<file path="config.mk">
export PLATFORM = sky130hd
export DESIGN_NAME = date_add_days
export DESIGN_NICKNAME = d
export VERILOG_FILES = /design/src/dad_pkg.sv /design/src/dad_month_len.sv /design/src/dad_walker.sv /design/src/date_add_days.sv
export SDC_FILE = /design/constraint.sdc
export NUM_CORES = 1
export LEC_CHECK = 0
export BUFFER_PORTS_ARGS = -buffer_cell sky130_fd_sc_hd__buf_4
export CELL_PAD_IN_SITES_DETAIL_PLACEMENT = 0
export CELL_PAD_IN_SITES_GLOBAL_PLACEMENT = 1
export CORE_MARGIN = 2
export CORE_UTILIZATION = 52
export CTS_BUF_LIST = sky130_fd_sc_hd__clkbuf_8
export DETAILED_ROUTE_END_ITERATION = 8
export PLACE_DENSITY = 0.95
export SLEW_MARGIN = 20
export SYNTH_ARGS = -nofsm -noshare
export SYNTH_HDL_FRONTEND = slang
export SYNTH_SLANG_ARGS = --single-unit
</file>
<file path="constraint.sdc">
create_clock -name clk -period 6.55 [get_ports clk]
set_clock_uncertainty 0.05 [all_clocks]
set_input_delay 0.9825 -clock clk [delete_from_list [all_inputs] [get_ports clk]]
set_output_delay 0.9825 -clock clk [all_outputs]
set_load 0.005 [all_outputs]
</file>
<file path="src/dad_pkg.sv">
package dad_pkg;

  localparam int DAY_W   = 5;
  localparam int MONTH_W = 4;
  localparam int YEAR_W  = 7;
  localparam int ADD_W   = 16;

  // The year offset from 2000 reached during a walk: start year up to 127 plus
  // at most about 180 years of whole months.
  localparam int YOFS_W  = 9;
  // Running day count: the add count plus the clamped start day.
  localparam int ACC_W   = ADD_W + 1;

  localparam logic [MONTH_W-1:0] MONTH_JAN = 4'd1;
  localparam logic [MONTH_W-1:0] MONTH_DEC = 4'd12;
  localparam logic [YEAR_W-1:0]  YEAR_LAST = 7'd99;
  localparam logic [6:0]         MOD100_LAST = 7'd99;
  localparam logic [8:0]         MOD400_LAST = 9'd399;

  typedef struct packed {
    logic [DAY_W-1:0]   day;
    logic [MONTH_W-1:0] month;
    logic [YEAR_W-1:0]  year;
    logic [ADD_W-1:0]   add_days;
  } start_t;

  typedef struct packed {
    logic [DAY_W-1:0]   day;
    logic [MONTH_W-1:0] month;
    logic [YEAR_W-1:0]  year;
    logic               overflow;
  } result_t;

endpackage

</file>
<file path="src/dad_month_len.sv">
module dad_month_len
  import dad_pkg::*;
(
  input  logic [MONTH_W-1:0] month,
  input  logic [1:0]         year_lo,
  input  logic [6:0]         year_mod100,
  input  logic [8:0]         year_mod400,
  output logic [DAY_W-1:0]   len
);

  logic leap;

  // Year 2000 is a multiple of 400, so the offset carries the leap rule.
  assign leap = ((year_lo == 2'd0) && (year_mod100 != 7'd0)) || (year_mod400 == 9'd0);

  always_comb begin
    case (month) inside
      4'd4, 4'd6, 4'd9, 4'd11: len = 5'd30;
      4'd2:                    len = leap ? 5'd29 : 5'd28;
      default:                 len = 5'd31;
    endcase
  end

endmodule

</file>
<file path="src/dad_walker.sv">
module dad_walker
  import dad_pkg::*;
(
  input  logic    clk,
  input  logic    rst,
  input  logic    start_valid,
  input  start_t  start,
  output logic    start_ready,
  output logic    res_valid,
  output result_t res,
  input  logic    res_ack
);

  typedef enum logic [3:0] {
    ST_IDLE  = 4'b0001,
    ST_CLAMP = 4'b0010,
    ST_WALK  = 4'b0100,
    ST_DONE  = 4'b1000
  } state_t;

  state_t              state;
  logic [MONTH_W-1:0]  month;
  logic [YOFS_W-1:0]   yofs;
  logic [6:0]          mod100;
  logic [8:0]          mod400;
  logic [DAY_W-1:0]    day;
  logic [ACC_W-1:0]    acc;
  logic [DAY_W-1:0]    len;
  logic [DAY_W-1:0]    day_clamped;
  logic [ACC_W-1:0]    len_ext;
  logic                fits;
  logic [MONTH_W-1:0]  month_in;

  dad_month_len u_len (
    .month       (month),
    .year_lo     (yofs[1:0]),
    .year_mod100 (mod100),
    .year_mod400 (mod400),
    .len         (len)
  );

  assign len_ext = {{(ACC_W-DAY_W){1'b0}}, len};
  assign fits    = (acc <= len_ext);

  always_comb begin
    day_clamped = (day == '0) ? 5'd1 : day;
    if (day_clamped > len) begin
      day_clamped = len;
    end
  end

  always_comb begin
    month_in = start.month;
    if (start.month < MONTH_JAN) begin
      month_in = MONTH_JAN;
    end else if (start.month > MONTH_DEC) begin
      month_in = MONTH_DEC;
    end
  end

  assign start_ready = (state == ST_IDLE);
  assign res_valid   = (state == ST_DONE);

  always_ff @(posedge clk) begin
    if (rst) begin
      state <= ST_IDLE;
    end else begin
      case (state)
        ST_IDLE: begin
          if (start_valid) begin
            state <= ST_CLAMP;
          end
        end
        ST_CLAMP: state <= ST_WALK;
        ST_WALK: begin
          if (fits) begin
            state <= ST_DONE;
          end
        end
        ST_DONE: begin
          if (res_ack) begin
            state <= ST_IDLE;
          end
        end
        default: state <= ST_IDLE;
      endcase
    end
  end

  always_ff @(posedge clk) begin
    case (state)
      ST_IDLE: begin
        if (start_valid) begin
          month  <= month_in;
          yofs   <= {2'b00, start.year};
          mod100 <= (start.year >= 7'd100) ? start.year - 7'd100 : start.year;
          mod400 <= {2'b00, start.year};
          day    <= start.day;
          acc    <= {1'b0, start.add_days};
        end
      end
      ST_CLAMP: begin
        acc <= acc + {{(ACC_W-DAY_W){1'b0}}, day_clamped};
      end
      ST_WALK: begin
        if (fits) begin
          res.day   <= acc[DAY_W-1:0];
          res.month <= month;
          if (yofs > {2'b00, YEAR_LAST}) begin
            res.year     <= YEAR_LAST;
            res.overflow <= 1'b1;
          end else begin
            res.year     <= yofs[YEAR_W-1:0];
            res.overflow <= 1'b0;
          end
        end else begin
          acc <= acc - len_ext;
          if (month == MONTH_DEC) begin
            month  <= MONTH_JAN;
            yofs   <= yofs + 9'd1;
            mod100 <= (mod100 == MOD100_LAST) ? 7'd0 : mod100 + 7'd1;
            mod400 <= (mod400 == MOD400_LAST) ? 9'd0 : mod400 + 9'd1;
          end else begin
            month <= month + 4'd1;
          end
        end
      end
      default: begin
      end
    endcase
  end

endmodule

</file>
<file path="src/date_add_days.sv">
// Gregorian date adder for the years 2000 to 2099.
// The slave channel (s_tvalid, s_tready, s_tdata) carries one transaction per
// request: a start date and a count of days to add. The master channel
// (m_tvalid, m_tready, m_tdata) returns one transaction with the resulting
// date and an overflow flag that is set when the result lies beyond 2099, in
// which case the year field saturates at 99 while day and month stay exact.
// After acceptance a request has its start day clamped and then walks
// M months, where M is the number of whole months (up to about 2150 for the
// largest count). One compare-and-subtract unit against the current
// month length does one month per cycle, and the result is registered once
// more at the output.
// The block takes one request at a time: s_tready is high only while the
// sequencer is idle, and it returns high in the same cycle that its result moves
// into the output register, so a finished result may wait at the output
// while the next request is already being walked.
// Synchronous reset (rst) clears the sequencer and drops m_tvalid. When the
// receiver stalls, the output transaction holds and a walk that finishes
// meanwhile waits in the sequencer until the output register is free.
module date_add_days
  import dad_pkg::*;
#(
  parameter int MAX_ADD_DAYS = 65535
) (
  input  logic        clk,
  input  logic        rst,
  input  logic        s_tvalid,
  output logic        s_tready,
  // [4:0] start_day, [8:5] start_month, [15:9] start_year, [31:16] add_days
  input  logic [31:0] s_tdata,
  output logic        m_tvalid,
  input  logic        m_tready,
  // [4:0] result_day, [8:5] result_month, [15:9] result_year,
  // [16] year_overflow, [23:17] zero
  output logic [23:0] m_tdata
);

  // Counts above the limit are clipped to it before the walk.
  localparam logic [ADD_W-1:0] ADD_SAT =
    (MAX_ADD_DAYS > 65535) ? {ADD_W{1'b1}} : ADD_W'(MAX_ADD_DAYS);

  start_t  start;
  result_t res;
  result_t out_res;
  logic    res_valid;
  logic    res_ack;
  logic    start_ready;

  always_comb begin
    start.day      = s_tdata[4:0];
    start.month    = s_tdata[8:5];
    start.year     = s_tdata[15:9];
    start.add_days = (s_tdata[31:16] > ADD_SAT) ? ADD_SAT : s_tdata[31:16];
  end

  dad_walker u_walker (
    .clk         (clk),
    .rst         (rst),
    .start_valid (s_tvalid),
    .start       (start),
    .start_ready (start_ready),
    .res_valid   (res_valid),
    .res         (res),
    .res_ack     (res_ack)
  );

  assign s_tready = start_ready;

  // The output register takes a result whenever it is empty or being drained.
  assign res_ack = res_valid && (!m_tvalid || m_tready);

  always_ff @(posedge clk) begin
    if (rst) begin
      m_tvalid <= 1'b0;
    end else if (res_ack) begin
      m_tvalid <= 1'b1;
    end else if (m_tready) begin
      m_tvalid <= 1'b0;
    end
  end

  always_ff @(posedge clk) begin
    if (res_ack) begin
      out_res <= res;
    end
  end

  assign m_tdata = {7'd0, out_res.overflow, out_res.year, out_res.month, out_res.day};

endmodule
</file>
==> run_results.csv, run 1 <==
group,metric,value,unit
place,gp_congestion,0.941,
synth,synth-compound-area-share,0.132,
critical_path,path_depth,17,
critical_path,critPathMaxStageDelay,0.58,ns
timing,setup-tns-final,0,ns
clock_tree,cts_setup_buffers,0,
timing,hold_viol_final,0,
routing,wl_per_cell,16.0,um
routing,routed-via-count,3703,
synth,yosys-top-cells-count,"edfxtp_1, nand2_1, o21ai_0",
status,status,"completed",
place,io_buffers,54,
hold_path,hold_depth,0,
synth,synth_seq_cells,90,
critical_path,path_delay_family,"compound AO/OA/AOI/OAI gates",
synth,synth_cell_type_count,62,
clock_tree,cts_buffers,9,
clock_tree,clockBufferDepth,2,
floorplanning,rows,35,
routing,drtPass1Iterations,4,
timing,slew_headroom,0.453,
synth,synth_ff_type,"edfxtp_1",
critical_path,end_kind,"flip-flop",
power,power_density,226,mW/mm2
finish,drive_gt1_frac,0.161,
routing,postRouteAntennaNets,0,
power,p_int,935,uW
clock_tree,cts_root_buf,"clkbuf_8",
critical_path,crit_fanout,7,
power,p_leak,0.00213,uW
grt,overflow,0,
synth,synthCells,459,
hold_path,hp-class,"reg2reg",
synth,yosysMostFrequentCell,"edfxtp_1",
routing,finalWirelength,10.3,mm
synth,synth-edff-count,85,
clock_tree,cts_max_level,3,
grt,grt_pass1_vias,3522,
power,pwr-share-comb,0.147,
critical_path,arrival,4.82,ns
finish,syn_to_final_growth,13.4,%
clock_tree,cts_tree,"built",
run,maxCapViolCount,0,
floorplanning,floorplan.initialDensity,0.542,
synth,synthSimpleGateAreaFrac,0.156,
floorplanning,core_area,0.00933,mm2
place,detailed_place_hpwl,7.35,mm
finish,final_util,0.614,
critical_path,reg2reg_depth,17,
grt,grt_max_degree,32,
finish,fillers,771,
routing,via_per_inst,5.76,
clock_tree,ctsHoldBuffers,0,
grt,grt_util_all_layers,0.207,
clock_tree,clock-sinks,90,
timing,setup_violations,0,
synth,post_synth_fa_ha_maj_area_fraction,0.0624,
timing,fmax,210,MHz
synth,synth_top_area_cell,"edfxtp_1",
timing,slew_viol_final,0,
routing,drc,0,
routing,drtIter0Drc,225,
synth,netlist.area_leader.share,0.505,
critical_path,critPathLaunchType,"flip-flop",
synth,synthesis.area,0.00505,mm2
clock_tree,clk_latency,0.37,ns
grt,grt_pass1_wl,16.6,mm
floorplanning,io-pin-count,62,
critical_path,cp_cell_sequence,"inv_1 > ha_1 > nor3b_1 > a31oi_1 > ha_1 > a21oi_1 > o21ai_0 > nand2_1 > o21a_1 > ha_1 > inv_1 > fa_1 > nand3b_1 > a21oi_1 > nand4_1 > xor2_1 > o221ai_1",
synth,seq_area_frac_synth,0.525,
clock_tree,clk_pin_slew,0.10,ns
synth,syn_area_per_cell,11.0,um2
timing,fin_crit_sh,0.729,
timing,finalWorstPathRequiredPeriod,4.77,ns
critical_path,critPathRequiredTime,6.60,ns
critical_path,cp_num_buf_inv,2,
power,switching_share,0.278,
synth,synth-async-reset-ratio,0,
floorplanning,die-area,0.0105,mm2
synth,synthMuxAreaShare,0.00198,
synth,synth_top_family_by_area,"simple AND/OR/NAND/NOR gates",
timing,worst_pin_slew,0.819,ns
clock_tree,cts-resized-gates,0,
critical_path,crit_top_cell,"ha_1",
synth,ys.warnings.count,0,
critical_path,path_class,"reg2reg",
synth,netlist_top_cells_area,"edfxtp_1, ha_1, xor2_1",
floorplanning,die_y,103,um
synth,synth-xor-area-share,0.0745,
power,p_sw,360,uW
power,clkPwrFrac,0.300,
timing,rsz0062_at_grt,"false",
grt,antenna_found_initial,0,
power,pwr-share-seq,0.553,
power,max-vdd-ir-drop,0.0898,mV
floorplanning,die_x,103,um
critical_path,crit_slowest_cell,"nor3b_1",
timing,holdWs,0.371,ns
finish,antenna_cells,0,
finish,fin_nets,569,
logic make-up (layout without fill, tap and decap cells):
group           after synthesis  count (layout)
simple gates                151             151
compound gates               99              99
flops                        90              90
buf+inv                      50              99
xor+xnor                     43              43
fa+ha+maj                    24              24
other cells                   1               7
mux                           1               1
power by group through the flow:
stage,registers (uW),logic [uW],clock network (uW)
floorplan,708,150,0
global placement,725,183,0
detailed placement,728,188,0
CTS,715,190,397
global route,722,213,417
finish,716,190,389
layout by cell type (no fill, tap or decap), types with 2 or more instances in the layout:
cell	n
o221ai_1	8
nand3_1	27
nand2_1	41
clkbuf_8	9
nor4_1	4
a31oi_1	5
nor3_1	9
and3_1	8
nor2b_1	4
ha_1	22
nand3b_1	3
dfxtp_1	5
xnor2_1	20
nor3b_1	3
nand4_1	7
xor2_1	23
o32ai_1	2
o211ai_1	3
fa_1	2
inv_1	25
o21ai_0	30
a21oi_1	18
o22ai_1	3
o221ai_2	2
o21a_1	2
a22oi_1	5
inv_6	3
buf_4	59
nor2_1	29
edfxtp_1	85
a221o_1	2
and2_1	3
or3_1	4
conb_1	7
a21o_1	3
through the flow:
step	instance area [um2]	power [uW]	std cells	setup WS, ns
final	5730	1290	643	1.78
after global routing	5730	1350	643	1.36
after CTS	5730	1300	643	1.87
after detailed placement	5530	916	627	1.90
after global placement	5530	908	627	2.11
after floorplan	5070	857	465	2.22
worst register-to-register path, stage by stage, from the launching register on:
cell,delay [ns]
edfxtp_1,0.49
inv_1,0.13
ha_1,0.16
nor3b_1,0.58
a31oi_1,0.28
ha_1,0.37
a21oi_1,0.12
o21ai_0,0.22
nand2_1,0.13
o21a_1,0.14
ha_1,0.16
inv_1,0.06
fa_1,0.41
nand3b_1,0.21
a21oi_1,0.50
nand4_1,0.21
xor2_1,0.17
o221ai_1,0.12
path summary, 6_finish.rpt:
check	startpoint	endpoint	slack, ns
worst max-delay path	u_walker.month[0]	u_walker.acc[10]	1.78
worst min-delay path	u_walker.res[2]	m_tdata[10]	0.37
worst max register to register	u_walker.month[0]	u_walker.acc[10]	1.78
worst min register to register	u_walker.res[2]	m_tdata[10]	0.37
layout make-up:
| type | instances | area, um2 | share of cell area |
|---|---|---|---|
| Clock buffer | 9 | 124 | 0.0216 |
| Clock inverter | 7 | 76.3 | 0.0133 |
| Multi-Input combinational cell | 325 | 2180 | 0.381 |
| Timing Repair Buffer | 59 | 443 | 0.0773 |
| Inverter | 24 | 90.1 | 0.0157 |
| Tap cell | 129 | 161 | 0.0282 |
| Sequential cell | 90 | 2650 | 0.463 |
routing by layer:
metal / track usage / up-vias / part of all wire
li1: - / 1793 / -
met1: 0.266 / 1771 / 0.43
met2: 0.345 / 114 / 0.49
met3: 0.0359 / 25 / 0.054
met4: 0.0903 / 0 / 0.024
met5: 0 / - / 0
flip-flops by register name, summed over array words and instances, names as in the netlist:
name,flops
m_tdata,17
m_tvalid,1
u_walker.acc,17
u_walker.day,5
u_walker.mod100,7
u_walker.mod400,9
u_walker.month,4
u_walker.res,17
u_walker.state,4
u_walker.yofs,9
Note: power is estimated with default switching activity, not from simulation.
==> run 2, diff against run 1 <==
Settings changed: CORE_UTILIZATION 52 to 43, PLACE_DENSITY 0.95 to 0.85.
Clock period 6.55 ns to 4.3 ns, I/O delays scaled along.
==> run_results.csv, run 2 (same netlist as run 1, synthesis figures left out) <==
group,metric,value,unit
status,status,"completed",
grt,grt_pass1_vias,3494,
routing,finalWirelength,10.3,mm
timing,rsz0062_at_grt,"false",
finish,final_cell_mix,"edfxtp_1, buf_4, nand2_1, o21ai_0, nor2_1",
finish,fillers,1047,
critical_path,path_class,"reg2reg",
routing,drtPass1Iterations,4,
routing,routed-via-count,3630,
timing,finalWorstPathRequiredPeriod,3.92,ns
finish,seqCellArea,0.00265,mm2
critical_path,reg2reg_depth,18,
critical_path,crit_slowest_cell,"edfxtp_1",
place,io_buffers,54,
grt,grt_pass1_wl,16.9,mm
critical_path,cp_cell_sequence,"inv_1 > ha_1 > o21ai_0 > nand2_1 > a31oi_2 > ha_1 > a21oi_1 > o21ai_2 > nand2_1 > o21a_1 > ha_1 > inv_1 > fa_1 > nand3b_1 > a21oi_4 > nand4_1 > xor2_1 > o221ai_1",
floorplanning,io-pin-count,62,
clock_tree,cts_root_buf,"clkbuf_8",
power,p_total,1940,uW
clock_tree,clock-sinks,90,
timing,slew_viol_final,0,
timing,slew_headroom,0.398,
power,p_leak,0.00216,uW
grt,antenna_found_initial,0,
clock_tree,clk_latency,0.36,ns
place,placed_cells,643,
routing,drtIter0Drc,229,
critical_path,critPathMaxStageDelay,0.46,ns
clock_tree,cts_max_level,3,
power,power_density,335,mW/mm2
grt,grt_max_degree,32,
routing,via_per_inst,5.47,
floorplanning,rows,39,
place,detailed_place_hpwl,7.43,mm
floorplanning,die_y,112,um
power,max-vdd-ir-drop,0.179,mV
clock_tree,clockBufferDepth,2,
floorplanning,core_area,0.0114,mm2
place,place_area,0.00556,mm2
critical_path,crit_top_cell,"ha_1",
timing,worst_pin_slew,0.900,ns
finish,final_cells,664,
grt,overflow,0,
timing,fin_crit_sh,0.912,
clock_tree,cts_buffers,9,
critical_path,crit_fanout,7,
finish,final_area,0.00581,mm2
floorplanning,die_x,112,um
clock_tree,clk_pin_slew,0.09,ns
critical_path,critPathLaunchType,"flip-flop",
clock_tree,cts_tree,"built",
clock_tree,ctsHoldBuffers,0,
routing,wl_per_cell,15.5,um
floorplanning,die-area,0.0126,mm2
hold_path,hp-class,"reg2reg",
hold_path,hold_depth,0,
routing,drc,0,
critical_path,end_kind,"flip-flop",
routing,postRouteAntennaNets,0,
finish,fin_nets,576,
critical_path,critPathRequiredTime,4.33,ns
timing,hold_viol_final,0,
grt,grt_util_all_layers,0.168,
critical_path,arrival,3.95,ns
run,maxCapViolCount,0,
finish,syn_to_final_growth,15.1,%
timing,setup_violations,0,
place,gp_congestion,0.840,
timing,fmax,255,MHz
finish,final_common_cell,"edfxtp_1",
finish,multi_input_area,0.00221,mm2
finish,antenna_cells,0,
floorplanning,floorplan.initialDensity,0.442,
finish,drive_gt1_frac,0.175,
[run 2: area by class of cell]
class                           count  area share
Multi-Input combinational cell    325       0.380
Clock buffer                        9      0.0213
Sequential cell                    90       0.456
Tap cell                          143      0.0308
Clock inverter                      7      0.0105
Inverter                           24      0.0155
Timing Repair Buffer               66      0.0852
[run 2: final timing paths]
check | start | endpoint | slack [ns]
max | u_walker.month[0] | u_walker.acc[10] | 0.38
min | u_walker.res[14] | m_tdata[2] | 0.37
max reg2reg | u_walker.month[0] | u_walker.acc[10] | 0.38
min reg2reg | u_walker.res[14] | m_tdata[2] | 0.37
[run 2: where the power goes]
part	internal, uW	total (uW)	switching, uW	leakage, uW
Combinational	135	299	164	0.00123
Sequential	1020	1090	68.2	0.000834
Clock	263	559	296	0.0000973
[run 2: stage by stage]
stage | hold WS (ns) | util | setup TNS (ns) | setup slack (ns)
finish | 0.375 | 0.509 | 0 | 0.379
global route | 0.387 | 0.509 | 0 | 0.0282
CTS | 0.377 | 0.504 | 0 | 0.113
detailed placement | 0.355 | 0.487 | -0.0161 | -0.00919
global placement | 0.350 | 0.487 | 0 | 0.162
floorplan | 0.350 | - | 0 | 0.334
[run 2: repair_timing]
action | CTS | global route
resized for setup | 1 | 5
setup buffers | 0 | 5
pin swaps | 0 | 1
cloned | 0 | 0
endpoints found under the setup margin | 2 | 12
[run 2: per-layer routing]
metal,GRT usage,share of wire,vias up
met2,0.268,0.49,79
met3,0.0329,0.044,14
li1,-,-,1805
met4,0.0545,0.017,0
met1,0.232,0.45,1732
met5,0,0,-
[run 2: critical path: cells and delay by family, from the launching register on]
| family | cells | cell delay, ns |
|---|---|---|
| fa+ha+maj | 4 | 1.08 |
| buf+inv | 2 | 0.15 |
| simple gates | 4 | 0.57 |
| flops | 1 | 0.46 |
| xor+xnor | 1 | 0.16 |
| compound gates | 7 | 1.17 |
==> run 3, diff against run 2 <==
Settings changed: CORE_UTILIZATION 43 to 40, PLACE_DENSITY 0.85 to 0.8, SLEW_MARGIN 20 to not set.
==> run_results.csv, run 3 (same netlist as run 1, synthesis figures left out) <==
group,metric,value,unit
status,status,"completed",
clock_tree,clockBufferDepth,2,
clock_tree,cts_buffers,9,
finish,antenna_cells,0,
critical_path,path_class,"reg2reg",
floorplanning,die_x,116,um
floorplanning,die_y,116,um
critical_path,arrival,3.96,ns
run,maxCapViolCount,0,
critical_path,critPathLaunchType,"flip-flop",
routing,finalWirelength,10.6,mm
power,pwr-share-comb,0.147,
floorplanning,floorplan.initialDensity,0.405,
finish,syn_to_final_growth,15.8,%
critical_path,timing.rr.start,"u_walker.mod100[2]",
power,p_leak,0.00216,uW
place,gp_congestion,0.868,
routing,wl_per_cell,15.3,um
critical_path,critPathMaxStageDelay,0.51,ns
place,place_area,0.00560,mm2
place,detailed_place_hpwl,7.55,mm
timing,slew_headroom,0.444,
clock_tree,clk_latency,0.36,ns
floorplanning,rows,41,
critical_path,crit_slowest_cell,"edfxtp_1",
hold_path,hold_depth,0,
finish,final_area,0.00585,mm2
grt,antenna_found_initial,0,
timing,rsz0062_at_grt,"false",
critical_path,end_kind,"flip-flop",
critical_path,reg2reg_depth,16,
clock_tree,cts_root_buf,"clkbuf_8",
floorplanning,io-pin-count,62,
timing,slew_viol_final,0,
power,power_density,343,mW/mm2
clock_tree,clock-sinks,90,
hold_path,hp-class,"reg2reg",
power,p_int,1470,uW
timing,fmax,254,MHz
finish,fin_nets,573,
timing,finalWorstPathRequiredPeriod,3.93,ns
critical_path,cp_cell_sequence,"or3_1 > o21ai_0 > a31oi_2 > ha_1 > a21oi_1 > o21ai_1 > nand2_1 > o21a_1 > ha_1 > inv_1 > fa_1 > nand3b_1 > a21oi_4 > nand4_1 > xor2_1 > o221ai_1",
grt,grt_pass1_vias,3460,
grt,grt_max_degree,32,
timing,fin_crit_sh,0.914,
critical_path,crit_top_cell,"ha_1",
critical_path,r2r_end,"u_walker.acc[10]",
clock_tree,cts_tree,"built",
finish,final_cell_mix,"edfxtp_1, buf_4, nand2_1, o21ai_0, nor2_1",
power,clkPwrFrac,0.310,
critical_path,crit_fanout,7,
power,switching_share,0.264,
hold_path,hold_end,"m_tdata[14]",
floorplanning,die-area,0.0135,mm2
routing,drtIter0Drc,227,
grt,overflow,0,
routing,drtPass1Iterations,5,
finish,drive_gt1_frac,0.170,
timing,hold_viol_final,0,
timing,setup_violations,0,
finish,fillers,1159,
critical_path,critPathRequiredTime,4.33,ns
place,io_buffers,54,
routing,postRouteAntennaNets,0,
clock_tree,ctsHoldBuffers,0,
clock_tree,clk_pin_slew,0.09,ns
floorplanning,core_area,0.0125,mm2
timing,worst_pin_slew,0.832,ns
timing,holdWs,0.374,ns
power,max-vdd-ir-drop,0.124,mV
routing,via_per_inst,5.30,
critical_path,ff2ff_setup_slack,0.37,ns
finish,final_common_cell,"edfxtp_1",
power,pwr-share-seq,0.543,
grt,grt_util_all_layers,0.159,
grt,grt_pass1_wl,16.9,mm
routing,routed-via-count,3660,
hold_path,hp-start,"u_walker.res[6]",
routing,drc,0,
clock_tree,cts_max_level,3,
power,p_sw,530,uW
-- run 3: repair_timing --
action                                  in CTS  in global routing
gates cloned                                 0                  0
buffers inserted                             0                  2
resized for setup                            1                  5
pin swaps                                    0                  0
endpoints found under the setup margin       2                 12
-- run 3: worst max-delay path, delay by kind of cell, from the launching register on --
family / cells / cell delay, ns
compound gates: 7 / 1.12
xor+xnor: 1 / 0.16
fa+ha+maj: 3 / 0.87
buf+inv: 1 / 0.05
flops: 1 / 0.51
simple gates: 4 / 0.88
-- run 3: cell type report --
class                           instances  area [um2]  area share
Timing Repair Buffer                   63         473      0.0809
Multi-Input combinational cell        325        2210       0.377
Inverter                               24        90.1      0.0154
Clock buffer                            9         124      0.0212
Clock inverter                          7        87.6      0.0150
Tap cell                              172         215      0.0368
Sequential cell                        90        2650       0.453
-- run 3: worst max-delay path by stage --
stage	cells after the start	to	slack, ns	startpoint
2_1_floorplan	17	u_walker.acc[10]	0.33	u_walker.month[0]
3_3_place_gp	17	u_walker.acc[10]	0.15	u_walker.month[0]
3_5_place_dp	17	u_walker.acc[10]	-0.01	u_walker.month[0]
4_1_cts	17	u_walker.acc[10]	0.11	u_walker.month[0]
5_1_grt	18	u_walker.acc[10]	0.05	u_walker.month[1]
6_report	16	u_walker.acc[10]	0.37	u_walker.mod100[2]
-- run 3: routing by layer --
layer	vias up	wire length, um	global-route usage
met5	-	0	0
li1	1801	-	-
met4	0	228	0.0643
met2	91	5040	0.262
met1	1746	4910	0.212
met3	22	375	0.0249
-- run 3: power by group through the flow --
stage          registers [uW]  logic (uW)  clock network (uW)
5_1_grt                  1100         333                 665
4_1_cts                  1090         289                 633
2_1_floorplan            1080         228                   0
3_3_place_gp             1110         281                   0
6_report                 1090         295                 621
3_5_place_dp             1110         286                   0
-- run 3: metrics by stage --
stage | worst slack [ns] | setup TNS (ns) | cells | util | total power (uW)
2_1_floorplan | 0.334 | 0 | 465 | - | 1310
3_3_place_gp | 0.152 | 0 | 672 | 0.449 | 1390
3_5_place_dp | -0.0113 | -0.0113 | 672 | 0.449 | 1390
4_1_cts | 0.107 | 0 | 688 | 0.467 | 2010
5_1_grt | 0.0464 | 0 | 690 | 0.469 | 2100
6_report | 0.369 | 0 | 690 | 0.469 | 2000
